**config.mk**
```make
export PLATFORM = sky130hd
export DESIGN_NAME = tilt_filter_shake_detector
export DESIGN_NICKNAME = d
export VERILOG_FILES = /design/src/hw/rtl/tfsd_pkg.sv /design/src/hw/rtl/tfsd_div.sv /design/src/hw/rtl/tilt_filter_shake_detector.sv
export SDC_FILE = /design/constraint.sdc
export NUM_CORES = 2
export LEC_CHECK = 0
export BUFFER_PORTS_ARGS = -buffer_cell sky130_fd_sc_hd__clkbuf_2
export CORE_MARGIN = 2
export CORE_UTILIZATION = 46
export DETAILED_ROUTE_END_ITERATION = 7
export HOLD_SLACK_MARGIN = 0.12
export SLEW_MARGIN = 20
export SYNTH_ARGS = -nofsm -noshare
export SYNTH_HDL_FRONTEND = slang
export SYNTH_SLANG_ARGS = --single-unit
```
**constraint.sdc**
```tcl
create_clock -name clk_i -period 30.9 [get_ports clk_i]
set_input_delay 3.09 -clock clk_i [delete_from_list [all_inputs] [get_ports clk_i]]
set_output_delay 3.09 -clock clk_i [all_outputs]
set_load 0.03 [all_outputs]
```
**src/hw/rtl/tfsd_pkg.sv**
```systemverilog
// ----------------------------------------------------------------------------
// tfsd_pkg: shared types and constants for the tilt filter / shake detector
// Field widths, divider radix, register reset values and indexes, sequencer
// states, multiplier steps and payloads.
package tfsd_pkg;

  // Fixed field widths
  localparam int unsigned SAMPLE_BITS         = 16;
  localparam int unsigned EXTRA_FRAC_BITS_DEF = 16;
  localparam int unsigned LEN_W               = 10;
  localparam int unsigned THR_W               = 16;
  localparam int unsigned CFG_IDX_W           = 2;
  localparam int unsigned CFG_DATA_W          = 16;
  localparam int unsigned NUM_AXES            = 3;

  // Quotient bits resolved per divider cycle
  localparam int unsigned DIV_RADIX = 4;

  // Register reset values
  localparam logic [LEN_W-1:0] FILTER_LENGTH_RST    = LEN_W'(1);
  localparam logic [LEN_W-1:0] SHAKE_AVG_LENGTH_RST = LEN_W'(30);
  localparam logic [THR_W-1:0] SHAKE_THRESHOLD_RST  = THR_W'(123);

  // Register indexes
  typedef enum logic [CFG_IDX_W-1:0] {
    REG_FILTER_LENGTH    = 2'd0,
    REG_SHAKE_AVG_LENGTH = 2'd1,
    REG_SHAKE_THRESHOLD  = 2'd2
  } cfg_reg_e;

  // Sequencer states
  typedef enum logic [3:0] {
    ST_IDLE,
    ST_SDIV_GO,
    ST_SDIV_WAIT,
    ST_ADIV_GO,
    ST_ADIV_WAIT,
    ST_MUL,
    ST_ACC,
    ST_TMUL,
    ST_CMP,
    ST_OUT
  } state_e;

  // Partial products of one squared change average
  typedef enum logic [1:0] {
    MS_LO_LO,
    MS_CROSS,
    MS_HI_HI
  } mul_step_e;

  // Payloads
  typedef struct packed {
    logic signed [SAMPLE_BITS-1:0] sample_x;
    logic signed [SAMPLE_BITS-1:0] sample_y;
    logic signed [SAMPLE_BITS-1:0] sample_z;
  } in_t;

  typedef struct packed {
    logic signed [SAMPLE_BITS-1:0] smooth_x;
    logic signed [SAMPLE_BITS-1:0] smooth_y;
    logic signed [SAMPLE_BITS-1:0] smooth_z;
    logic                          shaking;
  } out_t;

endpackage

```
**src/hw/rtl/tfsd_div.sv**
```systemverilog
// ----------------------------------------------------------------------------
// tfsd_div: iterative signed-by-unsigned divider
// Truncates toward zero; resolves DIV_RADIX quotient bits per cycle.
// ----------------------------------------------------------------------------
module tfsd_div #(
  parameter int unsigned DIV_W = 34
) (
  input  logic                           clk_i,
  input  logic                           rst_ni,
  input  logic                           start_i,
  input  logic signed [DIV_W-1:0]        dividend_i,
  input  logic [tfsd_pkg::LEN_W-1:0]     divisor_i,
  output logic                           done_o,
  output logic signed [DIV_W-1:0]        quotient_o
);
  import tfsd_pkg::*;

  localparam int unsigned ITER  = (DIV_W + DIV_RADIX - 1) / DIV_RADIX;
  localparam int unsigned PAD_W = ITER * DIV_RADIX;
  localparam int unsigned CNT_W = $clog2(ITER + 1);

  logic              busy_q;
  logic              done_q;
  logic              neg_q;
  logic [CNT_W-1:0]  cnt_q;
  logic [PAD_W-1:0]  shreg_q, shreg_d;
  logic [LEN_W-1:0]  rem_q, rem_d;
  logic [LEN_W-1:0]  dvsr_q;
  logic [DIV_W-1:0]  mag_in;
  logic [DIV_W-1:0]  q_mag;

  // Magnitude of the incoming dividend
  assign mag_in = dividend_i[DIV_W-1] ? (~dividend_i + DIV_W'(1)) : dividend_i;

  // DIV_RADIX restoring steps on a narrow remainder
  always_comb begin
    logic [PAD_W-1:0] sh;
    logic [LEN_W:0]   r;
    sh = shreg_q;
    r  = {1'b0, rem_q};
    for (int k = 0; k < DIV_RADIX; k++) begin
      r  = {r[LEN_W-1:0], sh[PAD_W-1]};
      sh = {sh[PAD_W-2:0], 1'b0};
      if (r >= {1'b0, dvsr_q}) begin
        r     = r - {1'b0, dvsr_q};
        sh[0] = 1'b1;
      end
    end
    shreg_d = sh;
    rem_d   = r[LEN_W-1:0];
  end

  // Control
  always_ff @(posedge clk_i or negedge rst_ni) begin
    if (!rst_ni) begin
      busy_q <= 1'b0;
      done_q <= 1'b0;
      cnt_q  <= '0;
    end else if (start_i) begin
      busy_q <= 1'b1;
      done_q <= 1'b0;
      cnt_q  <= CNT_W'(ITER);
    end else if (busy_q) begin
      cnt_q <= cnt_q - CNT_W'(1);
      if (cnt_q == CNT_W'(1)) begin
        busy_q <= 1'b0;
        done_q <= 1'b1;
      end
    end else begin
      done_q <= 1'b0;
    end
  end

  // Datapath
  always_ff @(posedge clk_i) begin
    if (start_i) begin
      shreg_q <= PAD_W'(mag_in);
      rem_q   <= '0;
      dvsr_q  <= divisor_i;
      neg_q   <= dividend_i[DIV_W-1];
    end else if (busy_q) begin
      shreg_q <= shreg_d;
      rem_q   <= rem_d;
    end
  end

  assign q_mag      = shreg_q[DIV_W-1:0];
  assign quotient_o = $signed(neg_q ? (~q_mag + DIV_W'(1)) : q_mag);
  assign done_o     = done_q;

endmodule

```
**src/hw/rtl/tilt_filter_shake_detector.sv**
```systemverilog
// ----------------------------------------------------------------------------
// tilt_filter_shake_detector: EMA tilt smoothing with shake detection
// Accepts a new input transaction only after the previous result is loaded.
// One shared divider, resolving 4 bits/cycle, serves six divides, and one
// 17x17 multiplier forms three partial products per axis, then the threshold
// square; a compare and an output load follow.
// Reset clears filter state and output valid, and loads register defaults.
// ----------------------------------------------------------------------------
module tilt_filter_shake_detector #(
  parameter int unsigned EXTRA_FRAC_BITS = tfsd_pkg::EXTRA_FRAC_BITS_DEF
) (
  input  logic                            clk_i,
  input  logic                            rst_ni,
  input  logic                            in_valid_i,
  output logic                            in_ready_o,
  input  tfsd_pkg::in_t                   in_data_i,
  output logic                            out_valid_o,
  input  logic                            out_ready_i,
  output tfsd_pkg::out_t                  out_data_o,
  input  logic                            cfg_we_i,
  input  logic [tfsd_pkg::CFG_IDX_W-1:0]  cfg_idx_i,
  input  logic [tfsd_pkg::CFG_DATA_W-1:0] cfg_wdata_i
);
  import tfsd_pkg::*;

  localparam int unsigned SW    = SAMPLE_BITS + EXTRA_FRAC_BITS;  // smoothed axis
  localparam int unsigned AW    = SW + 1;                         // change average
  localparam int unsigned DW    = SW + 2;                         // divider operand
  localparam int unsigned H     = (AW + 1) / 2;                   // low half of average
  localparam int unsigned MUL_W = (H > THR_W) ? H : THR_W;
  localparam int unsigned ACC_W = 2 * AW + 2;

  // Configuration registers
  logic [LEN_W-1:0] flen_q, alen_q;
  logic [THR_W-1:0] thr_q;

  always_ff @(posedge clk_i or negedge rst_ni) begin
    if (!rst_ni) begin
      flen_q <= FILTER_LENGTH_RST;
      alen_q <= SHAKE_AVG_LENGTH_RST;
      thr_q  <= SHAKE_THRESHOLD_RST;
    end else if (cfg_we_i) begin
      unique case (cfg_idx_i)
        REG_FILTER_LENGTH: begin
          if (cfg_wdata_i[LEN_W-1:0] != '0) flen_q <= cfg_wdata_i[LEN_W-1:0];
        end
        REG_SHAKE_AVG_LENGTH: begin
          if (cfg_wdata_i[LEN_W-1:0] != '0) alen_q <= cfg_wdata_i[LEN_W-1:0];
        end
        REG_SHAKE_THRESHOLD: begin
          thr_q <= cfg_wdata_i[THR_W-1:0];
        end
        default: ;
      endcase
    end
  end

  // Sequencer and datapath registers
  state_e                          state_q, state_d;
  mul_step_e                       step_q;
  logic [1:0]                      axis_q;
  logic signed [SAMPLE_BITS-1:0]   sample_q [NUM_AXES];
  logic signed [SW-1:0]            smooth_q [NUM_AXES];
  logic signed [SW-1:0]            prev_q   [NUM_AXES];
  logic [AW-1:0]                   avg_q    [NUM_AXES];
  logic [2*MUL_W-1:0]              prod_q, prod_d;
  logic [ACC_W-1:0]                acc_q, acc_add;
  logic                            shaking_q;
  logic                            out_valid_q;
  out_t                            out_q;
  logic                            out_free;

  // Divider interface
  logic                  div_start;
  logic                  div_done;
  logic signed [DW-1:0]  div_dividend;
  logic [LEN_W-1:0]      div_divisor;
  logic signed [DW-1:0]  div_quot;

  // Per-axis arithmetic
  logic signed [SW-1:0]  cur_s, cur_p, target, s_new;
  logic [AW-1:0]         cur_avg, avg_new;
  logic signed [SW:0]    diff;
  logic [SW:0]           change;
  logic signed [DW-1:0]  sdiv_operand, adiv_operand;
  logic [MUL_W-1:0]      avg_lo, avg_hi, mul_a, mul_b;

  assign cur_s   = smooth_q[axis_q];
  assign cur_p   = prev_q[axis_q];
  assign cur_avg = avg_q[axis_q];
  assign target  = {sample_q[axis_q], {EXTRA_FRAC_BITS{1'b0}}};

  // Tilt smoothing: target minus state
  assign sdiv_operand = {{2{target[SW-1]}}, target} - {{2{cur_s[SW-1]}}, cur_s};
  assign s_new        = cur_s + div_quot[SW-1:0];

  // Change average: |smooth - previous| minus average
  assign diff         = {cur_s[SW-1], cur_s} - {cur_p[SW-1], cur_p};
  assign change       = diff[SW] ? (~diff + (SW+1)'(1)) : diff;
  assign adiv_operand = {1'b0, change} - {1'b0, cur_avg};
  assign avg_new      = cur_avg + div_quot[AW-1:0];

  assign div_dividend = (state_q == ST_ADIV_GO) ? adiv_operand : sdiv_operand;
  assign div_divisor  = (state_q == ST_ADIV_GO) ? alen_q : flen_q;

  tfsd_div #(
    .DIV_W (DW)
  ) u_div (
    .clk_i      (clk_i),
    .rst_ni     (rst_ni),
    .start_i    (div_start),
    .dividend_i (div_dividend),
    .divisor_i  (div_divisor),
    .done_o     (div_done),
    .quotient_o (div_quot)
  );

  // Shared multiplier operand select
  assign avg_lo = MUL_W'(cur_avg[H-1:0]);
  assign avg_hi = MUL_W'(cur_avg[AW-1:H]);

  always_comb begin
    mul_a = avg_lo;
    mul_b = avg_lo;
    if (state_q == ST_TMUL) begin
      mul_a = MUL_W'(thr_q);
      mul_b = MUL_W'(thr_q);
    end else begin
      unique case (step_q)
        MS_LO_LO: begin mul_a = avg_lo; mul_b = avg_lo; end
        MS_CROSS: begin mul_a = avg_hi; mul_b = avg_lo; end
        MS_HI_HI: begin mul_a = avg_hi; mul_b = avg_hi; end
        default:  begin mul_a = avg_lo; mul_b = avg_lo; end
      endcase
    end
  end

  assign prod_d = mul_a * mul_b;

  // Partial product alignment; cross term counted twice
  always_comb begin
    unique case (step_q)
      MS_LO_LO: acc_add = ACC_W'(prod_q);
      MS_CROSS: acc_add = ACC_W'(prod_q) << (H + 1);
      MS_HI_HI: acc_add = ACC_W'(prod_q) << (2 * H);
      default:  acc_add = '0;
    endcase
  end

  assign out_free = !out_valid_q || out_ready_i;

  // Next state and handshake
  always_comb begin
    state_d    = state_q;
    div_start  = 1'b0;
    in_ready_o = (state_q == ST_IDLE);
    unique case (state_q)
      ST_IDLE:      if (in_valid_i) state_d = ST_SDIV_GO;
      ST_SDIV_GO: begin
        div_start = 1'b1;
        state_d   = ST_SDIV_WAIT;
      end
      ST_SDIV_WAIT: if (div_done) state_d = ST_ADIV_GO;
      ST_ADIV_GO: begin
        div_start = 1'b1;
        state_d   = ST_ADIV_WAIT;
      end
      ST_ADIV_WAIT: if (div_done) state_d = ST_MUL;
      ST_MUL:       state_d = ST_ACC;
      ST_ACC: begin
        if (step_q != MS_HI_HI) begin
          state_d = ST_MUL;
        end else if (axis_q == 2'(NUM_AXES - 1)) begin
          state_d = ST_TMUL;
        end else begin
          state_d = ST_SDIV_GO;
        end
      end
      ST_TMUL:      state_d = ST_CMP;
      ST_CMP:       state_d = ST_OUT;
      ST_OUT:       if (out_free) state_d = ST_IDLE;
      default:      state_d = ST_IDLE;
    endcase
  end

  // State register
  always_ff @(posedge clk_i or negedge rst_ni) begin
    if (!rst_ni) begin
      state_q <= ST_IDLE;
    end else begin
      state_q <= state_d;
    end
  end

  // Filter state, sequencing counters and output valid
  always_ff @(posedge clk_i or negedge rst_ni) begin
    if (!rst_ni) begin
      for (int i = 0; i < NUM_AXES; i++) begin
        smooth_q[i] <= '0;
        prev_q[i]   <= '0;
        avg_q[i]    <= '0;
      end
      axis_q      <= '0;
      step_q      <= MS_LO_LO;
      out_valid_q <= 1'b0;
    end else begin
      if (state_q == ST_IDLE && in_valid_i) begin
        axis_q <= '0;
        step_q <= MS_LO_LO;
      end
      if (state_q == ST_SDIV_WAIT && div_done) begin
        smooth_q[axis_q] <= s_new;
      end
      if (state_q == ST_ADIV_WAIT && div_done) begin
        avg_q[axis_q]  <= avg_new;
        prev_q[axis_q] <= cur_s;
      end
      if (state_q == ST_ACC) begin
        unique case (step_q)
          MS_LO_LO: step_q <= MS_CROSS;
          MS_CROSS: step_q <= MS_HI_HI;
          MS_HI_HI: begin
            step_q <= MS_LO_LO;
            axis_q <= axis_q + 2'd1;
          end
          default:  step_q <= MS_LO_LO;
        endcase
      end
      if (state_q == ST_OUT && out_free) begin
        out_valid_q <= 1'b1;
      end else if (out_ready_i) begin
        out_valid_q <= 1'b0;
      end
    end
  end

  // Payload registers
  always_ff @(posedge clk_i) begin
    if (state_q == ST_IDLE && in_valid_i) begin
      sample_q[0] <= in_data_i.sample_x;
      sample_q[1] <= in_data_i.sample_y;
      sample_q[2] <= in_data_i.sample_z;
      acc_q       <= '0;
    end
    if (state_q == ST_MUL || state_q == ST_TMUL) begin
      prod_q <= prod_d;
    end
    if (state_q == ST_ACC) begin
      acc_q <= acc_q + acc_add;
    end
    if (state_q == ST_CMP) begin
      shaking_q <= acc_q > (ACC_W'(prod_q) << (2 * EXTRA_FRAC_BITS));
    end
    if (state_q == ST_OUT && out_free) begin
      out_q.smooth_x <= smooth_q[0][SW-1:EXTRA_FRAC_BITS];
      out_q.smooth_y <= smooth_q[1][SW-1:EXTRA_FRAC_BITS];
      out_q.smooth_z <= smooth_q[2][SW-1:EXTRA_FRAC_BITS];
      out_q.shaking  <= shaking_q;
    end
  end

  assign out_valid_o = out_valid_q;
  assign out_data_o  = out_q;

`ifndef ASSERT_OFF
  // Only one transaction in flight
  a_one_item: assert property (@(posedge clk_i) disable iff (!rst_ni)
    in_valid_i && in_ready_o |=> !in_ready_o)
    else $error("input accepted while an item is in progress");

  // Divider completes only while the sequencer waits for it
  a_div_done_wait: assert property (@(posedge clk_i) disable iff (!rst_ni)
    div_done |-> (state_q == ST_SDIV_WAIT || state_q == ST_ADIV_WAIT))
    else $error("divider result arrived outside a wait state");

  // Divisors never zero
  a_len_nonzero: assert property (@(posedge clk_i) disable iff (!rst_ni)
    flen_q != '0 && alen_q != '0)
    else $error("zero divisor in length register");

  // A pending result holds the sequencer in the output state
  a_out_hold: assert property (@(posedge clk_i) disable iff (!rst_ni)
    state_q == ST_OUT && out_valid_q && !out_ready_i |=> state_q == ST_OUT)
    else $error("result overwritten before it was taken");
`endif

endmodule
```
Word-level counts from Yosys, hierarchy flattened
Memory sizes are Yosys's and may differ from the RTL's.
Index checks and enable logic that the tools add are counted.

storage, ports and cells
  memory bits (writable) = 48
  bits in registers = 551
  output and inout port bits = 51
  input port bits = 71
  memories kept = 1
  logic and storage cells = 165

memories
  name      depth  bits a word  rd ports  clocked after Yosys merged registers in  wr ports  RTL line                          source
  sample_q  3      16           1         0                                        3         tilt_filter_shake_detector.sv:62  logic signed [SAMPLE_BITS-1:0] sample_q [NUM_AXES];

operators by class
  equality and inequality tests = 21
  add/subtract/negate cells = 15
  $lt $le $gt $ge = 7
  reductions and logical operators = 21
  multipliers = 1
  bitwise logic cells = 4
  muxes and demuxes = 64

operator list
  cell                                                              number
  68-bit case mux with 3 select lines                               1
  96-bit bitwise mux                                                2
  33-bit two-way mux                                                5
  32-bit two-way mux                                                5
  34-bit two-way mux                                                4
  68-bit two-way mux                                                2
  32-bit binary-select mux with 2-bit select                        2
  99-bit bitwise mux                                                1
  68-bit adder                                                      1
  68-bit by 66-bit greater-than comparator with 1-bit output        1
  17-bit two-way mux                                                4
  33-bit binary-select mux with 2-bit select                        1
  33-bit demux with 2-bit select                                    1
  33-bit inverter                                                   2
  32-bit by 32-bit subtractor with 33-bit output                    2
  32-bit demux with 2-bit select                                    1
  10-bit two-way mux                                                5
  11-bit by 10-bit greater-or-equal comparator with 1-bit output    4
  4-bit case mux with 10 select lines                               1
  10-bit subtractor                                                 4
  34-bit by 2-bit adder with 34-bit output (second input constant)  1
  17-bit by 17-bit multiplier with 34-bit output                    1
  34-bit inverter                                                   1
  33-bit by 33-bit subtractor with 34-bit output                    1
  other kinds (34)                                                  80

Logic depth before layout (Yosys ltp)
  word-level depth = 14
  gate-level depth with buffers = 50
  gate-level depth less buffers = 46

By module
From an unflattened synthesis, not the netlist that was laid out.

second synthesis, totals
  cells, all modules = 5559
  area total of the unflattened synthesis = 50920.1 um^2

by module, submodules not included
  module                      cells an instance  area each (um^2)  times used
  tilt_filter_shake_detector  4897               44983.1           1
  tfsd_div                    662                5936.9            1

Least setup slack after synthesis
OpenSTA, ideal clock, no wires.

  kind = reg2reg
  start point = reg axis_q[1]
  end point = reg u_div.shreg_q[30] (data pin)
  slack = 20661 ps
  clock period less this slack = 10239 ps
  cell stages (with the launch flop) = 37
  arrival time = 10104 ps
  library setup time = 135 ps
  path through = dfrtp_1 -> buf_6 -> buf_6 -> buf_2 -> buf_1 -> buf_1 -> buf_1 -> clkbuf_1 -> mux2i_1 -> nor2_1 -> a21oi_1 -> ha_1 -> or3_1 -> o22a_1 -> o41ai_1 -> o31ai_1 -> a311oi_1 -> o31ai_1 -> nor2b_1 -> o41ai_1 -> clkbuf_1 -> nand2_1 -> o21ai_0 -> inv_1 -> fa_1 -> nand2b_1 -> a21oi_1 -> o211ai_1 -> o31ai_1 -> nand2_1 -> xnor2_1 -> or3_1 -> or4_1 -> a2111oi_4 -> nand2_2 -> or4_1 -> nand3_1

between the ends
  cells in the longest elaborated chain, start to end = 14

ends and longest elaborated chain
  element                                                               RTL line                                                                                              source
  from (decl)                                                           tilt_filter_shake_detector.sv:61                                                                      logic [1:0] axis_q;
  from (signal assigned)                                                tilt_filter_shake_detector.sv:224                                                                     axis_q <= axis_q + 2'd1;
  2-bit inverter with 3-bit output (not written as such)                tilt_filter_shake_detector.sv:88, tilt_filter_shake_detector.sv:89, tilt_filter_shake_detector.sv:90
  32-bit binary-select mux with 2-bit select, on equally long branches  tilt_filter_shake_detector.sv:88, tilt_filter_shake_detector.sv:89
  32-bit two-way mux, on equally long branches (2 in series)            tilt_filter_shake_detector.sv:88, tilt_filter_shake_detector.sv:89
  32-bit by 32-bit subtractor with 33-bit output                        tilt_filter_shake_detector.sv:98                                                                      assign diff = {cur_s[SW-1], cur_s} - {cur_p[SW-1], cur_p};
  33-bit inverter                                                       tilt_filter_shake_detector.sv:99                                                                      assign change = diff[SW] ? (~diff + (SW+1)'(1)) : diff;
  33-bit by 2-bit adder with 33-bit output                              tilt_filter_shake_detector.sv:99
  33-bit two-way mux                                                    tilt_filter_shake_detector.sv:99
  33-bit by 33-bit subtractor with 34-bit output                        tilt_filter_shake_detector.sv:100                                                                     assign adiv_operand = {1'b0, change} - {1'b0, cur_avg};
  34-bit two-way mux *                                                  tilt_filter_shake_detector.sv:103                                                                     assign div_dividend = (state_q == ST_ADIV_GO) ? adiv_operand : sdiv_operand;
  34-bit inverter                                                       tfsd_div.sv:33                                                                                        assign mag_in = dividend_i[DIV_W-1] ? (~dividend_i + DIV_W'(1)) : dividend_i;
  34-bit by 2-bit adder with 34-bit output                              tfsd_div.sv:33
  34-bit two-way mux *                                                  tfsd_div.sv:33
  34-bit two-way mux *                                                  tfsd_div.sv:76                                                                                        if (start_i) begin
  to (signal assigned)                                                  tfsd_div.sv:77                                                                                        shreg_q <= PAD_W'(mag_in);
  to (signal assigned)                                                  tfsd_div.sv:82                                                                                        shreg_q <= shreg_d;
  to (decl)                                                             tfsd_div.sv:26                                                                                        logic [PAD_W-1:0] shreg_q, shreg_d;

Every way passes the cells marked *; elsewhere a longest branch is shown, timed or not. The select of a mux whose other input is x is not followed.
A chain may end at the register's enable or synchronous reset.

Final worst setup path
  start point = reg u_div.dvsr_q[1]
  end point = reg u_div.shreg_q[0] (data pin)

between the ends
  cells in the longest elaborated chain, start to end = 10

ends and longest elaborated chain
  element                                                                                              RTL line                        source
  from (decl)                                                                                          tfsd_div.sv:28                  logic [LEN_W-1:0] dvsr_q;
  from (signal assigned)                                                                               tfsd_div.sv:79                  dvsr_q <= divisor_i;
  10-bit subtractor or 11-bit by 10-bit greater-or-equal comparator with 1-bit output (tied branches)  tfsd_div.sv:45, tfsd_div.sv:44
  10-bit two-way mux                                                                                   tfsd_div.sv:44                  if (r >= {1'b0, dvsr_q}) begin
  10-bit subtractor or 11-bit by 10-bit greater-or-equal comparator with 1-bit output (tied branches)  tfsd_div.sv:45, tfsd_div.sv:44
  10-bit two-way mux                                                                                   tfsd_div.sv:44
  10-bit subtractor or 11-bit by 10-bit greater-or-equal comparator with 1-bit output (tied branches)  tfsd_div.sv:45, tfsd_div.sv:44
  10-bit two-way mux                                                                                   tfsd_div.sv:44
  11-bit by 10-bit greater-or-equal comparator with 1-bit output *                                     tfsd_div.sv:44
  1-bit two-way mux *                                                                                  tfsd_div.sv:44
  34-bit two-way mux *                                                                                 tfsd_div.sv:81                  end else if (busy_q) begin
  34-bit two-way mux *                                                                                 tfsd_div.sv:76

Marked as above.

==> flow_summary.json <==
{
  "min_path_type": "flop to flop",
  "setup_viol": 0,
  "wire_per_inst_microns": 21.0,
  "grt_usage_pct": 26.1,
  "antenna_left": 0,
  "cap_violations": 0,
  "path_clk_slew_ps": 60,
  "cts_made_buffers": 72,
  "fillCellCount": 10400,
  "multi_input_area_sq_mm": 0.0324,
  "max_freq_mhz": 92.5,
  "synth_mux_area_share_pct": 8.04,
  "required_ps": 31260,
  "mostFrequentLayoutCell": "nand2_1",
  "cts_hold_buffers": 0,
  "synth_edf_count": 245,
  "min_period_over_period_pct": 35.0,
  "ys_ff_latch": 599,
  "worst_pin_slew_ps": 1210,
  "synth_compound_area_share_pct": 15.8,
  "ys_async_sr_fraction_pct": 57.1,
  "arrival_ps": 11170,
  "clock-sinks": 599,
  "synthFlopType": "dfrtp_1",
  "initial_core_util_pct": 46.2,
  "fp.dieH_microns": 337,
  "antenna_found_initial": 3,
  "grt_pass1_wl_microns": 231000,
  "grt_setup_unrepaired": "false",
  "fin_nets": 6249,
  "vias_per_cell": 5.75,
  "dieArea_sq_mm": 0.114,
  "post-dp-hpwl_microns": 112000,
  "grt-ovfl-total": 0,
  "hold_viol": 0,
  "wl_microns": 149000,
  "fin_crit_ps": 10810,
  "io-pin-count": 122,
  "core_area_sq_mm": 0.110,
  "gp_congestion": 0.953,
  "seq_area_sq_mm": 0.0162,
  "fin_skew_ps": 29.1,
  "cts_tree": "yes",
  "yosys_warnings": 0,
  "critPathMaxStageDelay_ps": 550,
  "mappedNetlistNets": 6202,
  "io_buffers": 121,
  "cp-end-kind": "flop",
  "cts_buffer_depth": 3,
  "drt_iter0_drc": 3130,
  "grt_max_degree": 152,
  "remaining_drc_errors": 0,
  "worstSkewPairLatency_ps": 660,
  "final_cell_mix": "594 x nand2_1, 439 x inv_1, 406 x ha_1, 372 x nor2_1, 358 x o21ai_0",
  "diodes": 0,
  "finalSetupTns_ps": 0,
  "critical-path-slowest-cell": "nand2_1",
  "synthCells": 5491,
  "synth_fa_ha_area_share_pct": 19.1,
  "cts_setup_buffers": 0,
  "syn_area_sq_mm": 0.0510,
  "cts-root-buf": "clkbuf_16",
  "ys_types": 90,
  "area_growth_pct": 9.62,
  "synth_xor_area_share_pct": 5.84,
  "grt_pass1_vias": 39800,
  "die_w_microns": 337,
  "run_status": "completed",
  "crit_fanout": 16,
  "synthSimpleGateAreaFrac_pct": 14.4,
  "syn_avg_cell_area_sq_um": 9.29,
  "worstSetupStartpointType": "flop",
  "cts-resized-gates": 0,
  "htree_levels": 3,
  "ys_seq_area_share_pct": 31.7,
  "synth_top_family_by_area": "adder cells",
  "slew_violations": 0,
  "drive_above_1_share_pct": 11.5,
  "first_pass_iters": 5,
  "crit_type": "flop to flop",
  "rows": 122,
  "relSlewSlack_pct": 19.5,
  "path_common_cell": "o21ai_0",
  "dr_total_vias": 40700
}
==> layer usage <==
layer  global-route usage (%)  up-vias  wire, microns
li1                         -    19300              -
met1                     38.6    20100          70800
met2                     40.4     1144          65900
met3                     3.27      193           8760
met4                     6.46        0           3220
met5                        0        -              0
==> registers in the layout, indices dropped and copies added, names as in the netlist, 16 cells and up <==
signal and flops:
prev_q 96, sample_q 48, acc_q 68, avg_q 99
thr_q 16, smooth_q 96, u_div.shreg_q 36, prod_q 34
out_data_o 49
==> synthesized netlist by cell type, drive strengths merged (12+ instances only) <==
cell,number,area [sq um]
nand2,603,2270
inv,445,1670
ha,407,5090
o21ai,383,1920
nor2,372,1400
a21oi,350,1800
dfrtp,331,8280
edfxtp,245,7360
fa,233,4660
mux2,231,2600
xnor2,227,1990
clkbuf,199,747
a21o,175,1310
mux2i,150,1500
xor2,113,990
and2,89,557
nand2b,72,450
nor2b,70,440
nand3,67,335
nor3,66,335
nand4,51,319
a31oi,47,294
a211oi,40,300
o21a,40,300
or3,38,238
a22o,37,324
buf,35,156
nor4,34,234
and3,33,206
o21bai,32,240
o31ai,30,225
o211ai,20,150
and4,16,140
a21boi,12,90.1
dfxtp,12,240
==> path summary, 6_finish.rpt <==
path	startpoint	endpoint	slack (ps)	cells past startpoint
min in group asynchronous	rst_ni	smooth_q[27]$_DFFE_PN0P_	2490	1
hold reg to reg	shaking_q$_DFFE_PP_	out_data_o[0]$_DFFE_PP_	450	0
setup / recovery	u_div.dvsr_q[1]$_DFFE_PN_	u_div.shreg_q[0]$_DFFE_PP_	20090	45
max in group asynchronous	rst_ni	axis_q[1]$_DFF_PN0_	26710	2
setup reg to reg	u_div.dvsr_q[1]$_DFFE_PN_	u_div.shreg_q[0]$_DFFE_PP_	20090	45
hold / removal	shaking_q$_DFFE_PP_	out_data_o[0]$_DFFE_PP_	450	0
==> critical path: cells and delay by family (launching register included) <==
family	cells	cell delay (ps)
buffers and inverters	6	900
flip-flops	1	500
adder cells (fa/ha/maj)	4	1210
AO/OA/AOI/OAI	27	5690
AND/OR/NAND/NOR	7	1760
multiplexers	1	450
==> final cells by class <==
type,count,share of cell area [%]
repair buffers,207,2.28
multi-input cells,4211,57.9
flip-flops and latches,599,28.9
well taps,1488,3.33
clock buffers,104,3.82
clock inverters,26,0.714
inverters,447,3.00
==> per-stage QoR <==
step / hold slack, ps / instance area (sq um) / setup WS (ps) / cells / utilization (%)
3_3_place_gp: 402 / 53400 / 20370 / 6952 / 48.4
4_1_cts: 447 / 55900 / 20120 / 7082 / 50.7
3_5_place_dp: 427 / 53400 / 20160 / 6952 / 48.4
2_1_floorplan: 400 / 51000 / 20660 / 5491 / -
6_report: 451 / 55900 / 20090 / 7082 / 50.7
5_1_grt: 441 / 55900 / 19130 / 7082 / 50.7
==> kinds of logic after synthesis <==
family,after synthesis
multiplexers,381
XOR/XNOR,340
buffers and inverters,681
flip-flops,599
AND/OR/NAND/NOR,1563
adder cells (fa/ha/maj),640
AO/OA/AOI/OAI,1287
Power is left out: the tool's default activity adds up to more than one toggle a clock period on the data nets, which glitch-free logic cannot reach.
